## config.mk

```make
export PLATFORM = sky130hd
export DESIGN_NAME = antagonistic_pid_joint_drive
export DESIGN_NICKNAME = d
export VERILOG_FILES = /design/src/rtl/core/apjd_pkg.sv /design/src/rtl/core/antagonistic_pid_joint_drive.sv /design/src/rtl/core/apjd_smul.sv /design/src/rtl/core/apjd_sdiv.sv
export SDC_FILE = /design/constraint.sdc
export NUM_CORES = 2
export LEC_CHECK = 0
export BUFFER_PORTS_ARGS = -buffer_cell sky130_fd_sc_hd__buf_2
export CORE_MARGIN = 4
export CORE_UTILIZATION = 60
export CTS_CLUSTER_DIAMETER = 200
export DETAILED_ROUTE_END_ITERATION = 10
export PLACE_DENSITY = 0.77
export SLEW_MARGIN = 15
export SYNTH_ARGS = -nofsm -noshare
export SYNTH_HDL_FRONTEND = slang
export SYNTH_SLANG_ARGS = --single-unit
export TNS_END_PERCENT = 20
```

## constraint.sdc

```tcl
create_clock -name aclk -period 5.8 [get_ports aclk]
set_input_delay 0.58 -clock aclk [delete_from_list [all_inputs] [get_ports aclk]]
set_output_delay 0.58 -clock aclk [all_outputs]
set_load 0.01 [all_outputs]
```

## src/rtl/core/apjd_pkg.sv

```systemverilog
// shared types and constants of the antagonistic pid joint drive
// used by apjd_smul, apjd_sdiv and antagonistic_pid_joint_drive
package apjd_pkg;

    localparam int JOINT_COUNT = 4;
    localparam int JIDX_W      = (JOINT_COUNT > 1) ? $clog2(JOINT_COUNT) : 1;

    localparam int SEL_W    = 2;
    localparam int ANGLE_W  = 18;
    localparam int ERR_W    = 19;
    localparam int DIFF_W   = 20;
    localparam int INTEG_W  = 18;
    localparam int GAIN_W   = 16;
    localparam int LIMIT_W  = 17;
    localparam int OFFSET_W = 16;
    localparam int SETPT_W  = 19;
    localparam int RES_W    = 20;

    localparam int CFG_IDX_W  = 3;
    localparam int CFG_DATA_W = 17;

    localparam logic [CFG_IDX_W-1:0] REG_PROP_GAIN   = 3'd0;
    localparam logic [CFG_IDX_W-1:0] REG_INTEG_GAIN  = 3'd1;
    localparam logic [CFG_IDX_W-1:0] REG_DERIV_GAIN  = 3'd2;
    localparam logic [CFG_IDX_W-1:0] REG_INTEG_LIMIT = 3'd3;
    localparam logic [CFG_IDX_W-1:0] REG_TONE_OFFSET = 3'd4;

    localparam logic [GAIN_W-1:0]   PROP_GAIN_RST   = 16'd256;
    localparam logic [GAIN_W-1:0]   INTEG_GAIN_RST  = 16'd0;
    localparam logic [GAIN_W-1:0]   DERIV_GAIN_RST  = 16'd0;
    localparam logic [LIMIT_W-1:0]  INTEG_LIMIT_RST = 17'd92160;
    localparam logic [OFFSET_W-1:0] TONE_OFFSET_RST = 16'd5120;

    localparam int RESULT_MAX = 262144;
    localparam int SMOOTH     = 12800;
    localparam int SMOOTH_DIV = 51200;

    // serial multiplier: signed multiplicand, unsigned multiplier bits
    localparam int MUL_XW    = 21;
    localparam int MUL_MW    = 16;
    localparam int MUL_STEPS = MUL_MW;
    localparam int SQ_W      = 15;

    // serial divider by the smoothing constant
    localparam int DIV_NW    = 30;
    localparam int DIV_QW    = 14;
    localparam int DIV_RW    = DIV_NW - DIV_QW;
    localparam int DIV_STEPS = DIV_QW;

    localparam int CNT_W = 4;

    typedef struct packed {
        logic load;
        logic step;
    } seq_ctl_t;

endpackage

```

## src/rtl/core/antagonistic_pid_joint_drive.sv

```systemverilog
// per-joint pid with antagonistic flexor/extensor split, bit-serial datapath
// the result is registered after the serial multiply, integral update, clamp and split when
// outside the smoothing band; inside it a serial square and a serial divide come first;
// one item at a time, the next is accepted once the result is registered and the block is
// idle again. reset (synchronous, aresetn low) restores register defaults and
// clears the per-joint integral and previous error. depends on apjd_pkg, apjd_smul, apjd_sdiv
module antagonistic_pid_joint_drive import apjd_pkg::*; (
    input  logic                      aclk,
    input  logic                      aresetn,
    input  logic                      s_valid,
    output logic                      s_ready,
    input  logic [SEL_W-1:0]          s_joint_sel,
    input  logic signed [ANGLE_W-1:0] s_target_angle,
    input  logic signed [ANGLE_W-1:0] s_measured_angle,
    output logic                      m_valid,
    input  logic                      m_ready,
    output logic [SEL_W-1:0]          m_joint_out,
    output logic [SETPT_W-1:0]        m_flexor_setpoint,
    output logic [SETPT_W-1:0]        m_extensor_setpoint,
    input  logic                      cfg_valid,
    output logic                      cfg_ready,
    input  logic [CFG_IDX_W-1:0]      cfg_index,
    input  logic [CFG_DATA_W-1:0]     cfg_data
);

    localparam logic [3:0] S_IDLE  = 4'd0;
    localparam logic [3:0] S_MUL   = 4'd1;
    localparam logic [3:0] S_INTEG = 4'd2;
    localparam logic [3:0] S_RES   = 4'd3;
    localparam logic [3:0] S_SPLIT = 4'd4;
    localparam logic [3:0] S_SQ    = 4'd5;
    localparam logic [3:0] S_DLOAD = 4'd6;
    localparam logic [3:0] S_DIV   = 4'd7;
    localparam logic [3:0] S_DONE  = 4'd8;
    localparam logic [3:0] S_OUT   = 4'd9;

    localparam int PQ_W = MUL_XW + 1 + MUL_MW - 8;
    localparam logic signed [31:0] RMAX_S   = 32'(RESULT_MAX);
    localparam logic [CNT_W-1:0]   MUL_LAST = CNT_W'(MUL_STEPS - 1);
    localparam logic [CNT_W-1:0]   DIV_LAST = CNT_W'(DIV_STEPS - 1);

    logic [3:0]       state_reg, state_next;
    logic [CNT_W-1:0] cnt_reg, cnt_next;
    logic             m_valid_reg, m_valid_next;

    logic [GAIN_W-1:0]   pg_reg, ig_reg, dg_reg;
    logic [LIMIT_W-1:0]  lim_reg;
    logic [OFFSET_W-1:0] off_reg;

    logic signed [INTEG_W-1:0] integ_store_reg [JOINT_COUNT];
    logic signed [ERR_W-1:0]   prev_error_reg  [JOINT_COUNT];

    logic [SEL_W-1:0]          sel_reg;
    logic                      jvalid_reg;
    logic signed [ERR_W-1:0]   e_reg;
    logic signed [INTEG_W-1:0] integ_old_reg, i_reg, i_next;
    logic signed [30:0]        pd_reg, pd_next;
    logic signed [RES_W-1:0]   r_reg, r_next;
    logic [SETPT_W-1:0]        fl_reg, fl_next, ex_reg, ex_next;
    logic [SEL_W-1:0]          out_sel_reg;
    logic [SETPT_W-1:0]        out_fl_reg, out_ex_reg;

    logic                      in_fire, out_load;
    logic [JIDX_W-1:0]         jidx;
    logic                      jvalid;
    logic signed [ERR_W-1:0]   e_in, prev_in;
    logic signed [INTEG_W-1:0] integ_in;
    logic signed [DIFF_W-1:0]  diff_in;

    seq_ctl_t                  mul_ctl, div_ctl;
    logic signed [MUL_XW-1:0]  x0, x1, x2;
    logic [MUL_MW-1:0]         mm0, mm1;
    logic signed [MUL_XW:0]    hi0, hi1, hi2;
    logic [MUL_MW-1:0]         lo0, lo1, lo2;
    logic [DIV_QW-1:0]         q0, q1;
    logic [MUL_XW+MUL_MW:0]    sq0, sq1;

    logic signed [PQ_W-1:0]    p_q, d_q, i_q;
    logic signed [30:0]        isum, lim_s;
    logic signed [31:0]        rsum;
    logic signed [MUL_XW-1:0]  sa_w, sb_w;
    logic signed [MUL_XW-1:0]  r_ext, off_ext;
    logic signed [MUL_XW-1:0]  fl_neg, ex_pos;
    logic                      neg_side, pos_side;

    // input capture and state read
    always_comb begin
        in_fire  = s_valid && s_ready;
        jidx     = JIDX_W'(s_joint_sel);
        jvalid   = int'(s_joint_sel) < JOINT_COUNT;
        e_in     = {s_target_angle[ANGLE_W-1], s_target_angle}
                 - {s_measured_angle[ANGLE_W-1], s_measured_angle};
        prev_in  = jvalid ? prev_error_reg[jidx] : '0;
        integ_in = jvalid ? integ_store_reg[jidx] : '0;
        diff_in  = {e_in[ERR_W-1], e_in} - {prev_in[ERR_W-1], prev_in};
    end

    // region decision and smoothing operands
    always_comb begin
        r_ext    = {{(MUL_XW-RES_W){r_reg[RES_W-1]}}, r_reg};
        off_ext  = MUL_XW'(off_reg);
        sa_w     = MUL_XW'(SMOOTH) - r_ext;
        sb_w     = r_ext + MUL_XW'(SMOOTH);
        fl_neg   = off_ext - r_ext;
        ex_pos   = off_ext + r_ext;
        neg_side = (r_reg <= -SMOOTH);
        pos_side = (r_reg >= SMOOTH);
    end

    // multiplier operands
    always_comb begin
        mul_ctl.load = in_fire || (state_reg == S_SPLIT && !neg_side && !pos_side);
        mul_ctl.step = (state_reg == S_MUL) || (state_reg == S_SQ);
        div_ctl.load = (state_reg == S_DLOAD);
        div_ctl.step = (state_reg == S_DIV);
        x2           = {{(MUL_XW-ERR_W){e_in[ERR_W-1]}}, e_in};
        if (state_reg == S_IDLE) begin
            x0  = {{(MUL_XW-ERR_W){e_in[ERR_W-1]}}, e_in};
            x1  = {{(MUL_XW-DIFF_W){diff_in[DIFF_W-1]}}, diff_in};
            mm0 = pg_reg;
            mm1 = dg_reg;
        end else begin
            x0  = MUL_XW'(sa_w[SQ_W-1:0]);
            x1  = MUL_XW'(sb_w[SQ_W-1:0]);
            mm0 = MUL_MW'(sa_w[SQ_W-1:0]);
            mm1 = MUL_MW'(sb_w[SQ_W-1:0]);
        end
    end

    apjd_smul u_mul0 (
        .aclk    (aclk),
        .ctl     (mul_ctl),
        .x       (x0),
        .m       (mm0),
        .prod_hi (hi0),
        .prod_lo (lo0)
    );

    apjd_smul u_mul1 (
        .aclk    (aclk),
        .ctl     (mul_ctl),
        .x       (x1),
        .m       (mm1),
        .prod_hi (hi1),
        .prod_lo (lo1)
    );

    apjd_smul u_mul2 (
        .aclk    (aclk),
        .ctl     (mul_ctl),
        .x       (x2),
        .m       (ig_reg),
        .prod_hi (hi2),
        .prod_lo (lo2)
    );

    assign sq0 = {hi0, lo0};
    assign sq1 = {hi1, lo1};

    apjd_sdiv u_div0 (
        .aclk     (aclk),
        .ctl      (div_ctl),
        .dividend (sq0[DIV_NW-1:0]),
        .quot     (q0)
    );

    apjd_sdiv u_div1 (
        .aclk     (aclk),
        .ctl      (div_ctl),
        .dividend (sq1[DIV_NW-1:0]),
        .quot     (q1)
    );

    // pid sums and clamps
    always_comb begin
        p_q   = {hi0, lo0[MUL_MW-1:8]};
        d_q   = {hi1, lo1[MUL_MW-1:8]};
        i_q   = {hi2, lo2[MUL_MW-1:8]};
        lim_s = 31'(lim_reg);
        isum  = {{(31-INTEG_W){integ_old_reg[INTEG_W-1]}}, integ_old_reg}
              + {{(31-PQ_W){i_q[PQ_W-1]}}, i_q};
        if (isum > lim_s) begin
            i_next = lim_s[INTEG_W-1:0];
        end else if (isum < -lim_s) begin
            i_next = INTEG_W'(-lim_s);
        end else begin
            i_next = isum[INTEG_W-1:0];
        end
        pd_next = {{(31-PQ_W){p_q[PQ_W-1]}}, p_q} + {{(31-PQ_W){d_q[PQ_W-1]}}, d_q};
        rsum    = {pd_reg[30], pd_reg} + {{(32-INTEG_W){i_reg[INTEG_W-1]}}, i_reg};
        if (rsum > RMAX_S) begin
            r_next = RMAX_S[RES_W-1:0];
        end else if (rsum < -RMAX_S) begin
            r_next = RES_W'(-RMAX_S);
        end else begin
            r_next = rsum[RES_W-1:0];
        end
    end

    // sequencer
    always_comb begin
        state_next   = state_reg;
        cnt_next     = cnt_reg;
        fl_next      = fl_reg;
        ex_next      = ex_reg;
        out_load     = 1'b0;
        m_valid_next = m_valid_reg && !m_ready;
        unique case (state_reg)
            S_IDLE: begin
                if (in_fire) begin
                    state_next = S_MUL;
                    cnt_next   = '0;
                end
            end
            S_MUL: begin
                cnt_next = cnt_reg + 1'b1;
                if (cnt_reg == MUL_LAST) begin
                    state_next = S_INTEG;
                end
            end
            S_INTEG: state_next = S_RES;
            S_RES:   state_next = S_SPLIT;
            S_SPLIT: begin
                if (neg_side) begin
                    fl_next    = fl_neg[SETPT_W-1:0];
                    ex_next    = SETPT_W'(off_reg);
                    state_next = S_OUT;
                end else if (pos_side) begin
                    fl_next    = SETPT_W'(off_reg);
                    ex_next    = ex_pos[SETPT_W-1:0];
                    state_next = S_OUT;
                end else begin
                    cnt_next   = '0;
                    state_next = S_SQ;
                end
            end
            S_SQ: begin
                cnt_next = cnt_reg + 1'b1;
                if (cnt_reg == MUL_LAST) begin
                    state_next = S_DLOAD;
                end
            end
            S_DLOAD: begin
                cnt_next   = '0;
                state_next = S_DIV;
            end
            S_DIV: begin
                cnt_next = cnt_reg + 1'b1;
                if (cnt_reg == DIV_LAST) begin
                    state_next = S_DONE;
                end
            end
            S_DONE: begin
                fl_next    = SETPT_W'(off_reg) + SETPT_W'(q0);
                ex_next    = SETPT_W'(off_reg) + SETPT_W'(q1);
                state_next = S_OUT;
            end
            S_OUT: begin
                if (!m_valid_reg || m_ready) begin
                    out_load     = 1'b1;
                    m_valid_next = 1'b1;
                    state_next   = S_IDLE;
                end
            end
            default: state_next = S_IDLE;
        endcase
    end

    // control, configuration and per-joint state
    always_ff @(posedge aclk) begin
        if (!aresetn) begin
            state_reg   <= S_IDLE;
            cnt_reg     <= '0;
            m_valid_reg <= 1'b0;
            pg_reg      <= PROP_GAIN_RST;
            ig_reg      <= INTEG_GAIN_RST;
            dg_reg      <= DERIV_GAIN_RST;
            lim_reg     <= INTEG_LIMIT_RST;
            off_reg     <= TONE_OFFSET_RST;
            for (int k = 0; k < JOINT_COUNT; k++) begin
                integ_store_reg[k] <= '0;
                prev_error_reg[k]  <= '0;
            end
        end else begin
            state_reg   <= state_next;
            cnt_reg     <= cnt_next;
            m_valid_reg <= m_valid_next;
            if (cfg_valid && cfg_ready) begin
                unique case (cfg_index)
                    REG_PROP_GAIN:   pg_reg  <= cfg_data[GAIN_W-1:0];
                    REG_INTEG_GAIN:  ig_reg  <= cfg_data[GAIN_W-1:0];
                    REG_DERIV_GAIN:  dg_reg  <= cfg_data[GAIN_W-1:0];
                    REG_INTEG_LIMIT: lim_reg <= cfg_data[LIMIT_W-1:0];
                    REG_TONE_OFFSET: off_reg <= cfg_data[OFFSET_W-1:0];
                    default: ;
                endcase
            end
            if (state_reg == S_INTEG && jvalid_reg) begin
                integ_store_reg[JIDX_W'(sel_reg)] <= i_next;
                prev_error_reg[JIDX_W'(sel_reg)]  <= e_reg;
            end
        end
    end

    // datapath registers
    always_ff @(posedge aclk) begin
        if (in_fire) begin
            sel_reg       <= s_joint_sel;
            jvalid_reg    <= jvalid;
            e_reg         <= e_in;
            integ_old_reg <= integ_in;
        end
        if (state_reg == S_INTEG) begin
            i_reg  <= i_next;
            pd_reg <= pd_next;
        end
        if (state_reg == S_RES) begin
            r_reg <= r_next;
        end
        fl_reg <= fl_next;
        ex_reg <= ex_next;
        if (out_load) begin
            out_sel_reg <= sel_reg;
            out_fl_reg  <= fl_reg;
            out_ex_reg  <= ex_reg;
        end
    end

    assign s_ready             = (state_reg == S_IDLE);
    assign cfg_ready           = 1'b1;
    assign m_valid             = m_valid_reg;
    assign m_joint_out         = out_sel_reg;
    assign m_flexor_setpoint   = out_fl_reg;
    assign m_extensor_setpoint = out_ex_reg;

endmodule

```

## src/rtl/core/apjd_smul.sv

```systemverilog
// bit-serial shift-add multiplier, one multiplier bit per cycle while step is set
// depends on apjd_pkg
module apjd_smul import apjd_pkg::*; (
    input  logic                     aclk,
    input  seq_ctl_t                 ctl,
    input  logic signed [MUL_XW-1:0] x,
    input  logic        [MUL_MW-1:0] m,
    output logic signed [MUL_XW:0]   prod_hi,
    output logic        [MUL_MW-1:0] prod_lo
);

    logic signed [MUL_XW:0]   acc_reg, acc_next;
    logic        [MUL_MW-1:0] lo_reg, lo_next;
    logic        [MUL_MW-1:0] m_reg, m_next;
    logic signed [MUL_XW-1:0] x_reg, x_next;
    logic signed [MUL_XW+1:0] sum;

    always_comb begin
        sum = {acc_reg[MUL_XW], acc_reg}
            + (m_reg[0] ? {{2{x_reg[MUL_XW-1]}}, x_reg} : '0);
        acc_next = acc_reg;
        lo_next  = lo_reg;
        m_next   = m_reg;
        x_next   = x_reg;
        if (ctl.load) begin
            acc_next = '0;
            lo_next  = '0;
            m_next   = m;
            x_next   = x;
        end else if (ctl.step) begin
            acc_next = sum[MUL_XW+1:1];
            lo_next  = {sum[0], lo_reg[MUL_MW-1:1]};
            m_next   = m_reg >> 1;
        end
    end

    always_ff @(posedge aclk) begin
        acc_reg <= acc_next;
        lo_reg  <= lo_next;
        m_reg   <= m_next;
        x_reg   <= x_next;
    end

    assign prod_hi = acc_reg;
    assign prod_lo = lo_reg;

endmodule

```

## src/rtl/core/apjd_sdiv.sv

```systemverilog
// bit-serial restoring divider by the smoothing constant, one quotient bit per cycle while step is set
// depends on apjd_pkg
module apjd_sdiv import apjd_pkg::*; (
    input  logic              aclk,
    input  seq_ctl_t          ctl,
    input  logic [DIV_NW-1:0] dividend,
    output logic [DIV_QW-1:0] quot
);

    localparam logic [DIV_RW:0] DEN = (DIV_RW + 1)'(SMOOTH_DIV);

    logic [DIV_RW-1:0] rem_reg, rem_next;
    logic [DIV_QW-1:0] sh_reg, sh_next;
    logic [DIV_QW-1:0] q_reg, q_next;
    logic [DIV_RW:0]   trial;
    logic [DIV_RW:0]   trial_sub;
    logic              ge;

    always_comb begin
        trial     = {rem_reg, sh_reg[DIV_QW-1]};
        trial_sub = trial - DEN;
        ge        = (trial >= DEN);
        rem_next  = rem_reg;
        sh_next   = sh_reg;
        q_next    = q_reg;
        if (ctl.load) begin
            rem_next = dividend[DIV_NW-1:DIV_QW];
            sh_next  = dividend[DIV_QW-1:0];
            q_next   = '0;
        end else if (ctl.step) begin
            rem_next = ge ? trial_sub[DIV_RW-1:0] : trial[DIV_RW-1:0];
            sh_next  = sh_reg << 1;
            q_next   = {q_reg[DIV_QW-2:0], ge};
        end
    end

    always_ff @(posedge aclk) begin
        rem_reg <= rem_next;
        sh_reg  <= sh_next;
        q_reg   <= q_next;
    end

    assign quot = q_reg;

endmodule

```

* After elaboration in Yosys (flattened, before gate mapping)
Memory sizes are Yosys's and may differ from the RTL's. A register that Yosys moved wholly into a read port is not among the register bits. Cells that the tools add are included. W data, S select, Z words.
Word-level totals: output and inout port bits 43, bits in writable memories 148, memories kept 2, word-level logic and storage cells 177, register bits 566, bits of input ports 63
Operators by class: add/sub/neg operators 18, magnitude comparators 8, mux-type cells 58, equality and inequality tests 23, reduce and logical (&&, ||, !) cells 29
Memory list:
- prev_error_reg | depth 4, width 19, rd ports 1, clocked after memory_dff 0, write ports 4, RTL line antagonistic_pid_joint_drive.sv:51 | logic signed [ERR_W-1:0] prev_error_reg [JOINT_COUNT];
- integ_store_reg | depth 4, width 18, rd ports 1, clocked after memory_dff 1, write ports 4, RTL line antagonistic_pid_joint_drive.sv:50 | logic signed [INTEG_W-1:0] integ_store_reg [JOINT_COUNT];
Operator list (count):
- $mux W16 | 14
- $mux W19 | 5
- $pmux W19 S2 | 2
- $add A23 B23 Y23 | 3
- $mux W23 | 3
- $mux W14 | 4
- $mux W18 | 3
- $mux W4 | 10
- $pmux W4 S10 | 1
- $add A16 B14 Y17 | 2
- $ge A17 B16 Y1 const B | 2
- $add A31 B18 Y32 | 1
- $gt A32 B20 Y1 const B | 1
- $lt A32 B19 Y1 const B | 1
- $sub A16 B16 Y16 const B | 2
- $add A18 B30 Y31 | 1
- $add A30 B30 Y31 | 1
- $gt A31 B18 Y1 | 1
- $lt A31 B31 Y1 | 1
- $neg A17 Y31 | 1
- $mux W15 | 2
- $ge A20 B15 Y1 const B | 1
- $le A20 B15 Y1 const B | 1
- $mux W20 | 1
- other kinds (34) | 72

* Depth between registers and ports, before layout
depth after elaboration 6, gate-level depth with buffers 27

* Hierarchy
Synthesis repeated with hierarchy kept, for this count alone.
Second synthesis, totals: cells, all modules 4307, area total of the unflattened synthesis 44237.4 um^2
By module, submodules not included:
- antagonistic_pid_joint_drive | cells each 2960, area an instance 28579.9 um^2, times used 1
- apjd_smul | cells each 353, area an instance 3878.7 um^2, times used 3
- apjd_sdiv | cells each 144, area an instance 2010.7 um^2, times used 2

* Worst setup path after synthesis
No wires, ideal clock.
path type reg2reg, start register integ_old_reg[0] (read register of integ_store_reg), end memory integ_store_reg[0][11] (data pin), path buffers 3, path slack 602 ps, cell stages (with the launch flop) 28, required time 5528 ps, data arrival time 4927 ps, cell sequence edfxtp_1 > ha_1 > inv_1 > fa_1 > nand2b_1 > a21oi_1 > o21ai_1 > nand4b_1 > nand3b_1 > a21oi_1 > o21ai_0 > a21oi_1 > o31a_1 > inv_1 > ha_1 > clkbuf_1 > nand4_1 > nor2_1 > nand3_1 > nor2_1 > a41o_1 > a21oi_2 > o31a_1 > buf_4 > a31o_4 > buf_4 > a211oi_2 > a211oi_1
RTL lines:
- from (decl) | RTL line antagonistic_pid_joint_drive.sv:56 | logic signed [INTEG_W-1:0] integ_old_reg, i_reg, i_next;
- to (decl) | RTL line antagonistic_pid_joint_drive.sv:50

==> run metrics <==
status=completed; Hold WC Path Type=input pin to flip-flop; P_sw=8.89 mW; Hold Violations, Final=0; top cell family by delay on the critical path=compound AO/OA/AOI/OAI gates; register bit total from synthesis=724; DRT Wirelength=114 mm; combinational fraction of design power=43.1%; Tightest Pin Transition=1.16 ns; GRT Overall Usage=29.7%; cells after synthesis=4315; Worst setup EP type=flip-flop; initial antenna violation count=5; crit-path max FO=30; FP Rows=97; fin crit share=95.2%; post-synthesis cell type count=104; Buffers & Inverters on Critical Path=1; crit-path cells=ha_1 -> a21o_1 -> a211o_1 -> nor2_1 -> o21ai_1 -> a21o_1 -> a21o_1 -> a21o_1 -> a21oi_1 -> xnor2_2 -> ha_1 -> nand4_1 -> nor2_1 -> nand4_1 -> o22ai_1 -> a21oi_1 -> or4_1 -> nor4_1 -> o2111ai_1 -> and2_1 -> buf_12 -> a211oi_2 -> a211oi_1; GP Congestion=0.933; sequential fraction of the synthesis area=45.6%; Worst path max stage delay=0.48 ns; worst reg2reg setup slack=0.28 ns; most common cell in the synthesized netlist=nand2_1; layout cell share with drive strength beyond 1=10.9%; Congestion Overflow GR=0; Adder-Cell Fraction of Synth Area=9.56%; Routed WL per cell=21.2 microns; Clk pin slew, worst setup/hold paths=0.06 ns; TritonCTS Buffers=76; via count=33800; die height=275 microns; CTS root buf=clkbuf_16; H-tree levels=3; top cell type by total area after synthesis=edfxtp_1; Slew HR=22.3%; Ports=106; Initial Utilization=60.8%; mux cell area share after synthesis=3.56%; drt first pass iters=7; crit path max-delay cell type=or4_1; Final ANT Viol Nets=0; Synth Area in Compound Gates=16.9%; # nets final=4773; Port Buf Inserts=104; Power Density=473 mW/mm^2; vias in the first global route=31900; RSZ-0062 raised after global routing=true; Mapped Nets=4696; register share of total power=34.4%; Placeable Area=0.0704 sq mm; largest net degree at the start of global routing=146; main combinational cell family by area after synthesis=compound AO/OA/AOI/OAI gates; DP Wirelength=81.3 mm; Tmin final=5.52 ns; Sw Ratio=39.8%; CP required=6.12 ns; Worst Slack Setup Final=0.280 ns; synthesized area=0.0428 sq mm; dominant synthesized flop cell=edfxtp_1; Max rail drop VDD=322 uV; DRC=0; Non-Filler Instances=5397; Clock Skew=0.0331 ns; CTS tree=yes; initial DRC count=3519; XOR/XNOR share of the synthesized area=4.24%; Crit Path Class=flip-flop to flip-flop; dpl cells=5245; Area contributors post-synth=edfxtp_1 35%, dfxtp_1 10%, ha_1 8.9%, nand2_1 5.1%, o21ai_0 3.4%; pre-CTS setup slack=-0.0392 ns; clock share of power=22.4%; total of max-cap violations=0; Num Clock Sinks=724; setup_tns=0 ns; Lkg Pwr=18.6 nW; Avg Inst Size Synth=9.92 sq um; fin. max-slew vios=0; hold buffer count at CTS=0; Yosys top cell area share=35.1%; setup violators final=0; vias per inst=6.26; fmax=181 MHz; global-route wire length before repair=177 mm; Max clock buf depth=3; arrival time worst endpoint=5.84 ns; cell internal pwr=13.4 mW; Yosys warning count=0; post-synthesis simple-gate area fraction=16.4%; die width=275 microns; max reg flops=76; worst-skew pair later-pin latency=0.63 ns; synthesis-to-finish area growth=10.3%; Synth top cells by count=576 x nand2_1, 500 x edfxtp_1, 306 x ha_1, 288 x o21ai_0, 243 x a21oi_1; Worst path most repeated cell=a21o_1; startpoint types=flip-flop; asr flop ratio synth=0%; DIE AREA=0.0756 sq mm; Post-synth EDFFs=500
[metrics by stage]
stage                     instance area, sq um  power (mW)  util, %  hold slack, ns
after floorplan                          42800        14.3        -           0.400
after global placement                   44400        16.7     63.1           0.402
after detailed placement                 44400        16.9     63.1           0.405
after CTS                                47000        22.0     66.7           0.176
after global routing                     47200        23.6     67.0           0.214
final                                    47200        22.3     67.0           0.193
[cell usage in the layout, fill, tap and decap left out, types with 37 or more instances in the layout]
cell type	Yosys	final
ha_1	306	306
nand2_1	576	575
clkbuf_16	0	81
o21ai_0	288	287
a21oi_1	243	241
nor2_1	197	194
and2_1	104	103
inv_1	217	215
mux2_2	53	53
xnor2_1	142	140
mux4_2	37	37
a21boi_0	90	90
buf_2	10	104
o21a_1	43	43
nand3_1	111	111
buf_4	4	73
and3_1	109	109
a21o_1	67	67
nand2b_1	49	48
dfxtp_1	224	224
a211oi_1	52	52
nor3_1	106	103
xor2_1	65	65
edfxtp_1	500	500
nor2b_1	52	52
[power groups by stage]
| stage | Combinational [mW] | Clock, mW | Sequential, mW |
|---|---|---|---|
| floorplan | 6.82 | 0 | 7.46 |
| global placement | 9.02 | 0 | 7.73 |
| detailed placement | 9.17 | 0 | 7.77 |
| CTS | 9.26 | 5.05 | 7.68 |
| global route | 10.6 | 5.27 | 7.78 |
| finish | 9.63 | 5.01 | 7.69 |
[final cells by class]
cell class	instances	area [sq um]
repair buffers	183	1190
multi-input cells	3178	21900
clock inverters	32	330
well taps	940	1180
clock buffers	109	2240
diodes	2	5.00
flip-flops and latches	724	19500
inverters	229	862
fillers	5475	23200
[routing by layer]
layer  GRT usage [%]  vias up  wire length (microns)
met5               0        -                     12
met2            48.6     1458                  52900
met4            12.7        2                   5340
met3            4.78      291                   9380
li1                -    16000                      -
met1            39.4    16100                  46800
[kinds of logic after synthesis]
kind of cell    Yosys count
mux                      99
simple gates           1448
other cells               1
flops                   724
buf+inv                 414
fa+ha+maj               320
compound gates         1102
xor+xnor                207
[worst register-to-register path, delay by kind of cell (launching register included)]
kind | cells | cell delay [ns]
simple gates | 7 | 1.50
compound gates | 12 | 2.28
flops | 1 | 0.37
fa+ha+maj | 2 | 0.70
xor+xnor | 1 | 0.18
buf+inv | 1 | 0.19
[repair_timing]
item | 4_1_cts | 5_1_grt
cloned | 0 | 1
buffers inserted | 0 | 8
pin swaps | 0 | 15
setup endpoints to repair | 5 | 90
gates resized for setup | 1 | 17
[path summary, 6_finish.rpt]
check	start	end	cells past startpoint
max	integ_old_reg[5]	integ_store_reg[0][7]	23
min	cfg_data[16]	lim_reg[16]	3
max reg2reg	integ_old_reg[5]	integ_store_reg[0][7]	23
min reg2reg	ex_reg[1]	m_extensor_setpoint[1]	0
No activity file was read; power rests on OpenSTA's default activity.
